`src/rrq_pkg.sv`:
```
// Types, codes and sizes shared by the round-robin run queue and its cells.
package rrq_pkg;

    localparam int SLOTS = 16;
    localparam int CNT_W = $clog2(SLOTS + 1);

    typedef enum logic [2:0] {
        CMD_ADD     = 3'd0,
        CMD_REMOVE  = 3'd1,
        CMD_NEXT    = 3'd2,
        CMD_YIELD   = 3'd3,
        CMD_REQUEUE = 3'd4,
        CMD_UNLOCK  = 3'd5,
        CMD_UPDATE  = 3'd6,
        CMD_LOOKUP  = 3'd7
    } cmd_e;

    localparam logic [1:0] STATUS_OK   = 2'd0;
    localparam logic [1:0] STATUS_MISS = 2'd1;
    localparam logic [1:0] STATUS_FULL = 2'd2;

    localparam logic [1:0] ST_RUNNABLE = 2'd0;
    localparam logic [1:0] ST_RUNNING  = 2'd1;

    typedef struct packed {
        cmd_e        command;
        logic [15:0] thread_id;
        logic [1:0]  new_state;
        logic [7:0]  mutex_id;
        logic        mutex_wait_set;
    } cmd_t;

    typedef struct packed {
        logic [1:0]  status;
        logic [15:0] result_id;
        logic [1:0]  result_state;
    } res_t;

    typedef struct packed {
        logic [15:0] id;
        logic [1:0]  state;
        logic [7:0]  wait_mutex;
        logic        wait_valid;
    } entry_t;

    typedef enum logic [1:0] {
        ACT_HOLD  = 2'd0,
        ACT_SHIFT = 2'd1,
        ACT_LOAD  = 2'd2
    } cell_act_e;

    typedef struct packed {
        logic      occupied;
        cell_act_e action;
    } cell_ctrl_t;

endpackage

```
`src/rrq_cell.sv`:
```
// One queue slot: holds an entry, matches it against the command, shifts or loads.
module rrq_cell (
    input  logic                clk,
    input  rrq_pkg::cell_ctrl_t ctrl,
    input  rrq_pkg::cmd_t       key,
    input  rrq_pkg::entry_t     right,
    input  rrq_pkg::entry_t     load_val,
    output rrq_pkg::entry_t     entry,
    output logic                match
);

    rrq_pkg::entry_t entry_reg;
    rrq_pkg::entry_t entry_next;
    logic            hit;

    always_comb
    begin
        unique case (key.command)
            rrq_pkg::CMD_ADD:     hit = 1'b0;
            rrq_pkg::CMD_NEXT:    hit = (entry_reg.state == rrq_pkg::ST_RUNNABLE);
            rrq_pkg::CMD_YIELD:   hit = (entry_reg.state == rrq_pkg::ST_RUNNING);
            rrq_pkg::CMD_UNLOCK:  hit = entry_reg.wait_valid
                                        && (entry_reg.wait_mutex == key.mutex_id);
            rrq_pkg::CMD_REMOVE,
            rrq_pkg::CMD_REQUEUE,
            rrq_pkg::CMD_UPDATE,
            rrq_pkg::CMD_LOOKUP:  hit = (entry_reg.id == key.thread_id);
            default:              hit = 1'b0;
        endcase
    end

    assign match = ctrl.occupied && hit;

    always_comb
    begin
        unique case (ctrl.action)
            rrq_pkg::ACT_SHIFT: entry_next = right;
            rrq_pkg::ACT_LOAD:  entry_next = load_val;
            default:            entry_next = entry_reg;
        endcase
    end

    always_ff @(posedge clk)
    begin
        entry_reg <= entry_next;
    end

    assign entry = entry_reg;

endmodule

```
`src/round_robin_thread_run_queue.sv`:
```
// Top level of the round-robin thread run queue: control, cell chain and result register.
//
// Ordered run queue of up to rrq_pkg::SLOTS thread entries held in a chain of cells,
// front of the queue in cell 0. Each command passes through the states idle, match and
// apply: in idle its transfer loads it into the command register, in match every cell
// compares its entry in parallel and the match vector is registered, and in apply the
// first match is picked, the chain shifts one step toward the front to close the gap,
// the moved or new entry loads into its cell and the result is written. The next
// command is taken once the block is back in idle; a result waits in its own register,
// and the apply step holds while an earlier result has not yet been transferred.
// Searches pick the entry nearest the front. Slots above the entry count hold stale
// data and are never matched. Commands that find nothing return status "no match" with
// zero id and state; an add to a full queue returns status "full".
module round_robin_thread_run_queue (
    input  logic          clk,
    input  logic          rst_n,
    input  logic          cmd_valid,
    output logic          cmd_ready,
    input  rrq_pkg::cmd_t cmd,
    output logic          res_valid,
    input  logic          res_ready,
    output rrq_pkg::res_t res
);

    localparam int SLOTS   = rrq_pkg::SLOTS;
    localparam int CNT_W   = rrq_pkg::CNT_W;
    localparam int ENTRY_W = $bits(rrq_pkg::entry_t);

    typedef enum logic [2:0] {
        S_IDLE  = 3'b001,
        S_MATCH = 3'b010,
        S_APPLY = 3'b100
    } state_t;

    state_t              state_reg, state_next;
    rrq_pkg::cmd_t       cmd_reg;
    logic [CNT_W-1:0]    count_reg, count_next;
    logic [SLOTS-1:0]    match_reg;
    logic [SLOTS-1:0]    match_vec;
    logic                res_valid_reg, res_valid_next;
    rrq_pkg::res_t       res_reg, res_next;

    rrq_pkg::entry_t     cell_entry [SLOTS];
    rrq_pkg::cell_ctrl_t cell_ctrl  [SLOTS];
    rrq_pkg::entry_t     load_val;

    logic [SLOTS-1:0]    first_hot;
    logic [SLOTS-1:0]    ge_mask;
    logic [ENTRY_W-1:0]  sel_bits;
    rrq_pkg::entry_t     sel;
    rrq_pkg::entry_t     moved;
    logic                found;
    logic                full;
    logic                commit;
    logic                is_move;
    logic                do_shift;
    logic                do_load_last;
    logic                do_load_first;
    logic                do_add;

    assign cmd_ready = (state_reg == S_IDLE);
    assign res_valid = res_valid_reg;
    assign res       = res_reg;

    // Isolate the frontmost match and mark every slot from it to the back.
    assign first_hot = match_reg & (~match_reg + SLOTS'(1));
    assign ge_mask   = ~(first_hot - SLOTS'(1));
    assign found     = |match_reg;
    assign full      = (count_reg == CNT_W'(SLOTS));

    // Apply only when the result register is free or drains this cycle.
    assign commit = (state_reg == S_APPLY) && (!res_valid_reg || res_ready);

    always_comb
    begin
        sel_bits = '0;
        for (int i = 0; i < SLOTS; i++)
        begin
            sel_bits = sel_bits | (cell_entry[i] & {ENTRY_W{first_hot[i]}});
        end
        sel = rrq_pkg::entry_t'(sel_bits);
    end

    // Work out the entry that goes to the back, and what each command loads.
    always_comb
    begin
        moved   = sel;
        is_move = 1'b0;
        unique case (cmd_reg.command)
            rrq_pkg::CMD_NEXT,
            rrq_pkg::CMD_REQUEUE:
            begin
                is_move = 1'b1;
            end
            rrq_pkg::CMD_YIELD:
            begin
                is_move     = 1'b1;
                moved.state = rrq_pkg::ST_RUNNABLE;
            end
            rrq_pkg::CMD_UNLOCK:
            begin
                is_move          = 1'b1;
                moved.state      = rrq_pkg::ST_RUNNABLE;
                moved.wait_mutex = '0;
                moved.wait_valid = 1'b0;
            end
            default:
            begin
                is_move = 1'b0;
            end
        endcase

        load_val = moved;
        if (cmd_reg.command == rrq_pkg::CMD_ADD)
        begin
            load_val.id         = cmd_reg.thread_id;
            load_val.state      = cmd_reg.new_state;
            load_val.wait_mutex = '0;
            load_val.wait_valid = 1'b0;
        end
        else if (cmd_reg.command == rrq_pkg::CMD_UPDATE)
        begin
            load_val.id         = sel.id;
            load_val.state      = cmd_reg.new_state;
            load_val.wait_mutex = cmd_reg.mutex_wait_set ? cmd_reg.mutex_id : 8'd0;
            load_val.wait_valid = cmd_reg.mutex_wait_set;
        end
    end

    assign do_shift      = commit && found
                           && (is_move || (cmd_reg.command == rrq_pkg::CMD_REMOVE));
    assign do_load_last  = commit && found && is_move;
    assign do_load_first = commit && found && (cmd_reg.command == rrq_pkg::CMD_UPDATE);
    assign do_add        = commit && !full && (cmd_reg.command == rrq_pkg::CMD_ADD);

    // Chain of cells; each one takes its right neighbor on a shift.
    for (genvar i = 0; i < SLOTS; i++)
    begin : g_cell
        logic below_last;
        logic at_last;
        logic at_count;

        assign below_last = (CNT_W'(i + 1) < count_reg);
        assign at_last    = (count_reg == CNT_W'(i + 1));
        assign at_count   = (count_reg == CNT_W'(i));

        always_comb
        begin
            cell_ctrl[i].occupied = (CNT_W'(i) < count_reg);
            priority if ((do_load_last && at_last) || (do_load_first && first_hot[i])
                         || (do_add && at_count))
            begin
                cell_ctrl[i].action = rrq_pkg::ACT_LOAD;
            end
            else if (do_shift && ge_mask[i] && below_last)
            begin
                cell_ctrl[i].action = rrq_pkg::ACT_SHIFT;
            end
            else
            begin
                cell_ctrl[i].action = rrq_pkg::ACT_HOLD;
            end
        end

        rrq_cell u_cell (
            .clk      (clk),
            .ctrl     (cell_ctrl[i]),
            .key      (cmd_reg),
            .right    ((i == SLOTS - 1) ? cell_entry[i] : cell_entry[(i + 1) % SLOTS]),
            .load_val (load_val),
            .entry    (cell_entry[i]),
            .match    (match_vec[i])
        );
    end

    // Result and count for the command being applied.
    always_comb
    begin
        res_next   = res_reg;
        count_next = count_reg;
        if (commit)
        begin
            res_next.status       = rrq_pkg::STATUS_MISS;
            res_next.result_id    = '0;
            res_next.result_state = '0;
            if (cmd_reg.command == rrq_pkg::CMD_ADD)
            begin
                if (full)
                begin
                    res_next.status = rrq_pkg::STATUS_FULL;
                end
                else
                begin
                    res_next.status       = rrq_pkg::STATUS_OK;
                    res_next.result_id    = cmd_reg.thread_id;
                    res_next.result_state = cmd_reg.new_state;
                    count_next            = count_reg + CNT_W'(1);
                end
            end
            else if (found)
            begin
                res_next.status = rrq_pkg::STATUS_OK;
                unique case (cmd_reg.command)
                    rrq_pkg::CMD_REMOVE:
                    begin
                        res_next.result_id = cmd_reg.thread_id;
                        count_next         = count_reg - CNT_W'(1);
                    end
                    rrq_pkg::CMD_UPDATE:
                    begin
                        res_next.result_id    = cmd_reg.thread_id;
                        res_next.result_state = cmd_reg.new_state;
                    end
                    rrq_pkg::CMD_LOOKUP:
                    begin
                        res_next.result_id    = sel.id;
                        res_next.result_state = sel.state;
                    end
                    default:
                    begin
                        res_next.result_id    = moved.id;
                        res_next.result_state = moved.state;
                    end
                endcase
            end
        end
    end

    always_comb
    begin
        state_next = state_reg;
        unique case (state_reg)
            S_IDLE:
            begin
                if (cmd_valid)
                begin
                    state_next = S_MATCH;
                end
            end
            S_MATCH:
            begin
                state_next = S_APPLY;
            end
            S_APPLY:
            begin
                if (commit)
                begin
                    state_next = S_IDLE;
                end
            end
            default:
            begin
                state_next = S_IDLE;
            end
        endcase
    end

    always_comb
    begin
        res_valid_next = res_valid_reg;
        if (commit)
        begin
            res_valid_next = 1'b1;
        end
        else if (res_ready)
        begin
            res_valid_next = 1'b0;
        end
    end

    always_ff @(posedge clk or negedge rst_n)
    begin
        if (!rst_n)
        begin
            state_reg     <= S_IDLE;
            count_reg     <= '0;
            res_valid_reg <= 1'b0;
        end
        else
        begin
            state_reg     <= state_next;
            count_reg     <= count_next;
            res_valid_reg <= res_valid_next;
        end
    end

    // Payload registers: hold the command, the match vector and the result.
    always_ff @(posedge clk)
    begin
        if (cmd_valid && cmd_ready)
        begin
            cmd_reg <= cmd;
        end
        if (state_reg == S_MATCH)
        begin
            match_reg <= match_vec;
        end
        res_reg <= res_next;
    end

    a_count_bound: assert property (@(posedge clk) disable iff (!rst_n)
        count_reg <= CNT_W'(SLOTS))
        else $error("entry count above slot count");

    a_transfer_to_match: assert property (@(posedge clk) disable iff (!rst_n)
        (cmd_valid && cmd_ready) |=> (state_reg == S_MATCH))
        else $error("command transfer did not start a match cycle");

    a_count_step: assert property (@(posedge clk) disable iff (!rst_n)
        1'b1 |=> ((count_reg == $past(count_reg))
                  || (count_reg == $past(count_reg) + CNT_W'(1))
                  || (count_reg + CNT_W'(1) == $past(count_reg))))
        else $error("entry count moved by more than one");

    a_result_only_on_commit: assert property (@(posedge clk) disable iff (!rst_n)
        (!res_valid_reg && !commit) |=> !res_valid_reg)
        else $error("result raised without an apply step");

endmodule

```
`config.mk`:
```
export PLATFORM = sky130hd
export DESIGN_NAME = round_robin_thread_run_queue
export DESIGN_NICKNAME = d
export VERILOG_FILES = /design/src/rrq_pkg.sv /design/src/rrq_cell.sv /design/src/round_robin_thread_run_queue.sv
export SDC_FILE = /design/constraint.sdc
export NUM_CORES = 1
export LEC_CHECK = 0
export BUFFER_PORTS_ARGS = -buffer_cell sky130_fd_sc_hd__buf_4
export CAP_MARGIN = 25
export CELL_PAD_IN_SITES_DETAIL_PLACEMENT = 1
export CELL_PAD_IN_SITES_GLOBAL_PLACEMENT = 2
export CORE_UTILIZATION = 49
export DETAILED_ROUTE_END_ITERATION = 8
export GPL_ROUTABILITY_DRIVEN = 0
export PLACE_DENSITY = 0.92
export SLEW_MARGIN = 20
export SYNTH_ARGS = -nofsm -noshare
export SYNTH_HDL_FRONTEND = slang
export SYNTH_SLANG_ARGS = --single-unit
```
`constraint.sdc`:
```
create_clock -name clk -period 12.6 [get_ports clk]
set_clock_uncertainty 0.2 [all_clocks]
set_input_delay 1.89 -clock clk [delete_from_list [all_inputs] [get_ports clk]]
set_output_delay 1.89 -clock clk [all_outputs]
set_load 0.005 [all_outputs]
```
# Word level (Yosys, flattened, before mapping)
# Index checks and enable logic that the tools add are counted.
# classes
n_bitwise,34
n_lt_le_gt_ge,17
reduce_logical,199
add_sub_neg,4
muxes,84
eq_ne,108
# op_table
cell,n
case mux 27 bit (2 select lines),15
bitwise AND 27 bit,16
OR 27 bit,15
equality test 16 bit,16
equality test 8 bit,16
logical AND 1 bit,120
case mux 1 bit (5 select lines),16
"equality test 2 x 1 -> 1 bit, second input constant",31
"equality test 5 x 4 -> 1 bit, second input constant",8
"less-than comparator 4 x 5 -> 1 bit, first input constant",8
two-way mux 2 bit,18
nonzero test 2 bit,18
logical OR 1 bit,34
"equality test 2 bit, second input constant",16
zero test 2 bit,16
NOT 16 bit,2
two-way mux 27 bit,1
"equality test 5 x 3 -> 1 bit, second input constant",4
"less-than comparator 3 x 5 -> 1 bit, first input constant",4
two-way mux 20 bit,1
two-way mux 5 bit,4
two-way mux 1 bit,19
two-way mux 19 bit,1
two-way mux 18 bit,1
other kinds (30),46
# totals
inputBits,34
elab_cells,522
regBits,507
output_inout_bits,22

# Longest topological paths before layout
# Gate-level depths: netlist of the first run.
# logic_depth
ltp_word,23
depth_mapped,11
mapped_depth_nobuf,8

# Cells and area by module
# From an unflattened synthesis of the first run, not the netlist that was laid out.
# unflattened
cells_unflattened,2541
area_unflattened_um2,31066.0
# modules_own_cells
mod,instances,area_each_um2,cells_per_inst,seq_area_each_um2
rrq_cell,16,1475.2,100,810.8
round_robin_thread_run_queue,1,7463.4,941,2208.4

# Worst setup path before layout of the first run
# Ideal clock, no wire load.
# synth_path
path_kind,in2reg
startpoint,input res_ready
endpoint,register g_cell[7].u_cell.entry_reg (netlist bit g_cell[7].u_cell.entry[0]) (enable)
cell_stages,5
t_required_ps,11948
slack_ps,6206
n_path_buf,0
setup_ps,452
arrival_time_ps,5742
cell_sequence,nor2b_1 > nor2_1 > a21boi_1 > nand2_1 > o31ai_1
# synth_between
elab_chain_cells,10
elab_cells_between_ends,20
cone_classes,2 x eq/ne; 2 x mux; 16 x reduce/logical
# synth_lines
element,line,rtl
from (decl),round_robin_thread_run_queue.sv:21,"input logic res_ready,"
logical OR 1 bit (*),round_robin_thread_run_queue.sv:72,assign commit = (state_reg == S_APPLY) && (!res_valid_reg || res_ready);
logical AND 1 bit (*),round_robin_thread_run_queue.sv:72,
via commit,round_robin_thread_run_queue.sv:54,logic commit;
logical AND 1 bit,"round_robin_thread_run_queue.sv:130, round_robin_thread_run_queue.sv:132, round_robin_thread_run_queue.sv:133",
"logical AND 1 bit, on equally long branches","round_robin_thread_run_queue.sv:131, round_robin_thread_run_queue.sv:132, round_robin_thread_run_queue.sv:133",
"logical AND 1 bit, on equally long branches","round_robin_thread_run_queue.sv:155, round_robin_thread_run_queue.sv:150",
logical AND 1 bit or logical OR 1 bit (tied branches),"round_robin_thread_run_queue.sv:155, round_robin_thread_run_queue.sv:150",
two-way mux 1 bit or logical OR 1 bit (tied branches),"round_robin_thread_run_queue.sv:155, round_robin_thread_run_queue.sv:151",
two-way mux 2 bit (*),round_robin_thread_run_queue.sv:150,priority if ((do_load_last && at_last) || (do_load_first && first_hot[i])
equality test 2 x 1 -> 1 bit or equality test 2 bit (tied branches),rrq_cell.sv:36,unique case (ctrl.action)
nonzero test 2 bit (no source line) (*),-,
to (signal assigned),rrq_cell.sv:45,entry_reg <= entry_next;
to (decl),rrq_cell.sv:12,rrq_pkg::entry_t entry_reg;
# Mark *: on every way through the listed nets, which the timed path passes. The rest lies on a longest branch.
# A chain may end at the register's enable or synchronous reset.

# Final worst setup path of the first run
# layout_path
startpoint,input res_ready
endpoint,register g_cell[7].u_cell.entry_reg (netlist bit g_cell[7].u_cell.entry[21]) (enable)
# Same word-level chain as after synthesis.

==> results of run 1 <==
## cells in the mapped netlist (all sizes together) (6+ instances only)
cell type	number	area, um2
mux2	386	4350
clkbuf	108	405
inv	9	33.8
and4	7	61.3
a221o	16	160
nor3	44	231
xnor2	215	1880
a222oi	14	140
a221oi	24	228
a22o	50	438
xor2	193	1690
a41oi	10	133
a211oi	14	105
o211ai	9	72.6
buf	113	623
nor2b	14	87.6
nand3	45	225
nor3b	6	55.1
o2bb2ai	15	131
a21oi	31	159
o21ai	49	245
a32o	16	160
ha	7	87.6
dfrtp	8	200
a22oi	63	473
or2	8	50.1
nor4	59	437
a2111oi	15	141
nand2b	12	75.1
nand2	100	375
and3	15	93.8
edfxtp	498	15000
or3	7	43.8
and2	12	75.1
a31oi	35	256
o31a	11	96.3
nand4	80	507
nor2	68	258
a32oi	6	52.6
## power by group through the flow
stage / combinational [mW] / sequential (mW) / clock [mW]
after floorplan: 0.687 / 1.96 / 0
after global routing: 1.21 / 1.98 / 1.64
after CTS: 1.13 / 1.97 / 1.59
after global placement: 1.07 / 2.00 / 0
after detailed placement: 1.12 / 2.00 / 0
final: 1.20 / 1.97 / 1.61
## routing by layer
metal	part of all wire [%]	wire (um)
met1	37	45600
met2	43	53000
met3	14	17400
met4	5.8	7120
met5	0.011	13
## per-stage QoR
stage	cell area, um2	setup WS [ns]
finish	33600	7.52
global route	33600	7.45
CTS	33600	7.48
detailed placement	31800	7.05
global placement	31800	7.22
floorplan	30500	6.21
## final cells by class
| type | count | area [um2] | share of cell area, % |
|---|---|---|---|
| multi-input combinational | 1735 | 14500 | 43.2 |
| antenna | 1 | 2.50 | 0.00745 |
| clock buffer | 70 | 1480 | 4.42 |
| clock inverter | 29 | 225 | 0.671 |
| sequential | 507 | 15200 | 45.2 |
| tap | 837 | 1050 | 3.12 |
| inverter | 9 | 33.8 | 0.101 |
| timing repair buffer | 145 | 1110 | 3.32 |
## worst paths after layout
check	from	to	slack (ns)	depth (start not counted)
hold / removal	state_reg[0]$_DFFE_PN1P_	state_reg[2]$_DFFE_PN0P_	0.34	1
min in group asynchronous	rst_n	count_reg[4]$_DFFE_PN0P_	0.87	1
max in group asynchronous	rst_n	state_reg[0]$_DFFE_PN1P_	11.08	1
setup reg to reg	match_reg[3]$_DFFE_PN_	g_cell[12].u_cell.entry[1]$_DFFE_PP_	7.55	6
setup / recovery	res_ready	g_cell[7].u_cell.entry[21]$_DFFE_PP_	7.52	8
hold reg to reg	state_reg[0]$_DFFE_PN1P_	state_reg[2]$_DFFE_PN0P_	0.34	1
## cells by family after synthesis
| kind of cell | share of synthesized area, % |
|---|---|
| simple gates | 9.19 |
| xor+xnor | 11.7 |
| buf+inv | 3.48 |
| flops | 49.8 |
| fa+ha+maj | 0.287 |
| mux | 14.3 |
| compound gates | 11.3 |
==> out/results.txt, run 1 <==
The flow ran to the end, and the final reports show no timing, DRC or antenna violations. The die covers 63300 um2. The routed layout has 24301 vias. Global routing consumed, on the met2 layer, 57.1% of the routing resources.

In the routed layout, each cell is associated on average with a via count of 7.29. The number of primary I/O pins is 56, and the core footprint is 61600 um2. The final critical path takes up 40.3% of the cycle.

The cell area after synthesis was 30500 um2. In the global route stage, met3 resource usage came out at 11.4%. Critical path startpoint category: an input port. For the global-route usage over all layers, the log shows 38.4%. The final sum of negative setup slack is 0 ns. In this run the number of H-tree levels came out at 2. STA classifies the critical path endpoint as a flop.

The tightest min-delay check is of the reg -> reg type. The most used cell along the critical path was sky130_fd_sc_hd__buf_4. The average routed wire per standard cell was 37.0 um.

The logs give 0 for the count of endpoints failing hold in the final timing report and 5.21 ns for the arrival time reported for the critical path endpoint. For the via count of the first global-routing pass, the log shows 24197. Cell at the root of the clock tree: sky130_fd_sc_hd__clkbuf_16. The number of DRC markers in iteration 0 is 4050, and the fraction of layout cells with a size suffix above 1 is 27.2%.

The busiest metal layer after global routing was met2. In this run, CTS created clock tree buffers numbering 56. The top cell types in the final layout, fill and taps aside, are sky130_fd_sc_hd__edfxtp_1 (498), sky130_fd_sc_hd__mux2_2 (384), sky130_fd_sc_hd__xnor2_1 (215). Hold is met by 0.341 ns. For the total of endpoints with negative setup slack in the final report, the log shows 0. Among all stages on the critical path, the largest delay is contributed by sky130_fd_sc_hd__o31ai_4.

At the end of the flow the core is filled with cells to 54.5%. The run gives 12.73 ns as the data required time at the worst endpoint. The pin count of the biggest net entering global routing is 57, and the final max-slew violation count is 0. The most common cell after layout, fill and taps aside was sky130_fd_sc_hd__edfxtp_1. After clock tree synthesis, the clock-pin slew on the worst setup and hold paths is 0.06 ns. The number of hold-repair buffers added at the cts stage is 0, and the number of buffer and inverter instances along the worst setup path is 3.

The register with the most flip-flops in the layout has 432 of them. The highest fanout seen on the critical path works out to 22. Combinational cells account for 25.1% of the total power. The analysis attributes to net switching a power of 1.64 mW. In the routed design, unresolved DRC markers number 0. The total setup buffers inserted after CTS was 0. Pin slew with the least headroom to its limit: 1.28 ns.

The primary flip-flop cell chosen by synthesis mapping is sky130_fd_sc_hd__edfxtp_1. The deepest clock path buffer count came out at 3. For this configuration, the core starts out at a cell density of 49.5%.

For this run, asynchronously set or reset flops after synthesis account for 1.78%. Measured against its own limit, the worst slew margin works out to 14.5%. The post-cts gate resize count was 0.

The synthesized netlist net count is 2513. Detailed placement ended at an HPWL of 86700 um. Once placement completed, the tool counted placed cells totaling 3232. Total power after layout: 4.78 mW. The tools report the highest attainable clock frequency as 197 MHz. The first global-routing pass estimated 175000 um of wire.

In the synthesized netlist, the number of instances is 2472. After synthesis, flip-flops and latches occupy 49.8% of the total area. In this run the vertical extent of the chip is 252 um. In this run, distinct cell masters in the synthesized netlist total 94. The final cell count without fillers was 3333. Across the VDD grid, the largest voltage drop is 0.112 mV. The share of total power dissipated in sequential elements is 41.3%. The reported leakage power was 10.7 nW. The detail route stage leaves a number of antenna-violating nets equal to 0. Counting the fill cells in the layout gives 6137. Max-cap violations in this run came to 0.

For this run, the slowest stage of the critical path takes 0.82 ns. The number of clock sinks seen by CTS was 507. The critical path goes through buf_4, nor2b_1, nor2_2, buf_4, a21boi_1, nand2_1, o31ai_4, buf_4.

Cell family with the largest share of critical-path delay: compound AO/OA/AOI/OAI gates. The startpoint-to-endpoint class of the critical path is in -> reg. The number of enable flip-flop cells after synthesis is 498. The floorplan step set the die width to 252 um. TritonCTS built the clock tree. Port buffering added 55 buffers.

Internal power comes to 3.14 mW. The tools report the number of antenna violations at the first check in global routing as 3. For this design the ratio of total power to cell area is 142 nW/um2. The warning count from the yosys run was 0; the net switching fraction of the power was 34.3%. Of the total power, the clock network draws 33.6%. Routing usage on met1: 51.0%.

Setup repair after global routing left no endpoint under its margin. In the final design database the tool counted 2495 nets. The smallest clock period supported by the final layout is computed as 5.08 ns. The tools report the total congestion overflow after global routing as 0. In this run, synthesis produced a sequential element count of 507. Averaged over all synthesized cells, the footprint is 12.3 um2. The total wire length after detailed routing came out at 123000 um. The logs give 9 for the number of search-and-repair iterations in the first detailed-routing pass and 0.66 ns for the worst-skew pair later-pin latency. From synthesis to final layout, the design area changed by 10.1%. For the number of rows in the core area, the log shows 91.
(Power assumes the default switching activity.)
==> inputs of run 2 (changes only) <==
- CORE_UTILIZATION: 49 -> 45
- PLACE_DENSITY: 0.92 -> 0.86
- clock period: 12.6 -> 5 ns (I/O delays scaled with it)
==> run 2 against run 1 <==
Against the previous run:
- combinational power up 140%
- routed wire length down 7.5%
- via count down 4.3%
- core utilization down 4.0 points
- sequential power rose to 2.6 times the previous value
- final cell count up 2.4%
- sequential share of layout area down 0.46 points
- setup slack worse by 7.0 ns
- power rose to 2.5 times the previous value
- global-route usage down 6.1 points
- clock-buffer cell count down 2
- critical path depth down 1
- critical endpoint is now g_cell[11].u_cell.entry[2]$_DFFE_PP_
- largest power group unchanged
==> out/results.txt, run 2 (synthesized netlist as in run 1, its figures left out) <==
The run finished with clean final reports. Once the floorplan was initialized, standard cells occupied 45.4% of the core. For this block, the initial DRC count from the detailed router was 3176. The die covers 68900 um2.

The final critical delay including setup and external delays came out at 4.50 ns. The most used cell along the critical path was sky130_fd_sc_hd__buf_4. The number of buffers inserted by port buffering was 55. The root buffer cell chosen for the clock tree is sky130_fd_sc_hd__clkbuf_16.

The logs give 2537 for the layout net count and 23433 for the via count of the first global-routing pass. The category of the worst setup path capture point is a flop. For the pin with the worst max-slew slack, the measured transition is 1.11 ns. Using the TritonRoute via totals, the vias-per-cell ratio works out to 6.82. In this run the power density over the cells is 356 nW/um2. The logs give 23263 for the total number of vias and 55 for the clock buffer count from CTS.

The tool flagged a number of max-cap violations equal to 0. Setup repair after global routing left no endpoint under its margin. The largest stage delay on the critical path is 0.93 ns, and the data required time at the worst endpoint is 5.30 ns. The die span in x was 262 um; the highest attainable clock frequency was 222 MHz.

The min-delay analysis places its worst path in the category in -> reg. The tools report the critical path startpoint category as a flop. The number of antenna violations at the first check in global routing came out at 2. The count of endpoints failing hold in the final timing report is 0. The number of antenna diodes in the final layout is 0. At the later pin of the worst-skew pair, clock insertion delay measures 0.64 ns. On the critical path, the stage with the largest delay is an instance of sky130_fd_sc_hd__nor2_2. For the number of antenna-violating nets in the routed design, the log shows 0. The fraction of layout cells with a size suffix above 1 works out to 28.0%. The startpoint-to-endpoint class of the critical path is reg -> reg. In this run the static leakage power is 10.9 nW. Leaving out fill and tap cells, the most frequent cells in the layout are sky130_fd_sc_hd__edfxtp_1 (498), sky130_fd_sc_hd__mux2_2 (384), sky130_fd_sc_hd__xnor2_1 (215).

The arrival time reported for the critical path endpoint was 4.80 ns; the worst IR drop on VDD was 0.258 mV. The height of the chip is 262 um, and the number of clock sinks seen by CTS is 507. The logs give 6 for the number of search-and-repair iterations in the first detailed-routing pass and 67200 um2 for the core footprint. Summed over all layers, the global routing overflow is 0. The average routed wire per standard cell is 33.4 um. TritonCTS built the clock tree.

The layout-stage area growth over the synthesis result is 11.2%. After layout, the worst path uses 90.1% of the clock period. The first-pass GRT wire length was 165000 um; the total wire length after detailed routing was 114000 um.

Setup violations remaining at the end of the flow were counted as 0. Final max-slew violation count: 0. The floorplan has 95 rows. The total half-perimeter wirelength after legalization and detailed placement is 85700 um.

Maximum level of the CTS H-tree: 2. The signal on the critical path passes through or3_1, nor2_2, buf_4, o21ai_0, a31oi_1, buf_4, mux2_2. Measured against its own limit, the worst slew margin works out to 26.1%. Highest fanout seen on the critical path: 17. In the routed design, unresolved DRC markers number 0. The register with the most flip-flops in the layout has 432 of them. The longest clock path from root to sink contains 3 buffers.

Final sum of negative setup slack: 0 ns. The pin count of the biggest net entering global routing was 44. The worst hold slack is 0.0897 ns. The CTS clock-pin slew for the worst setup and hold paths is 0.07 ns, and the global-route usage over all layers is 32.3%.

For this design the top-level I/O count stands at 56. Most common cell after layout, fill and taps aside: sky130_fd_sc_hd__edfxtp_1.
[run 2: layout make-up]
class | instances | area [um2]
clock buffers | 68 | 1450
clock inverters | 33 | 335
fillers | 6771 | 33200
inverters | 9 | 33.8
multi-input cells | 1735 | 14400
flip-flops and latches | 507 | 15200
well taps | 873 | 1090
repair buffers | 188 | 1450
[run 2: metal layers]
metal	routed length, um	GRT usage, %	vias to the layer above
met4	4060	10.8	0
li1	-	-	9585
met5	0	0	-
met3	12000	5.98	228
met2	51800	50.9	1534
met1	46100	44.8	11916
[run 2: worst max-delay path: cells and delay by family (launching register included)]
kind / cells / cell delay [ns]
AND/OR/NAND/NOR: 2 / 1.64
AO/OA/AOI/OAI: 2 / 0.97
flip-flops: 1 / 0.68
buffers and inverters: 2 / 0.68
multiplexers: 1 / 0.18
[run 2: where the power goes]
part | switching [mW] | internal, mW
registers | 0.220 | 4.81
logic | 1.98 | 0.881
clock network | 1.82 | 2.36
[run 2: stage by stage]
stage	std cells	area (um2)	util [%]	power [mW]	worst slack, ns
floorplan	2472	30500	-	6.68	0.474
global placement	3305	32100	47.7	7.69	0.571
detailed placement	3305	32100	47.7	7.79	0.366
CTS	3407	33900	50.4	11.9	0.371
global route	3413	33900	50.5	12.3	0.519
finish	3413	33900	50.5	12.1	0.496
[run 2: worst paths after layout]
path | start | endpoint | depth (start not counted) | slack, ns
worst max-delay path | match_reg[3]$_DFFE_PN_ | g_cell[11].u_cell.entry[2]$_DFFE_PP_ | 7 | 0.50
worst min-delay path | cmd[24] | cmd_reg[24]$_DFFE_PP_ | 1 | 0.09
worst max register to register | match_reg[3]$_DFFE_PN_ | g_cell[11].u_cell.entry[2]$_DFFE_PP_ | 7 | 0.50
worst min register to register | state_reg[0]$_DFFE_PN1P_ | state_reg[2]$_DFFE_PN0P_ | 1 | 0.34
max in group asynchronous | rst_n | state_reg[0]$_DFFE_PN1P_ | 2 | 4.08
min in group asynchronous | rst_n | count_reg[0]$_DFFE_PN0P_ | 2 | 0.29
[run 2: timing repair]
action                                  4_1_cts  5_1_grt
hold buffers                                  1        0
endpoints found under the hold margin         9        0
endpoints found under the setup margin        0        0
gates resized for setup                       0        0
setup buffers                                 0        0
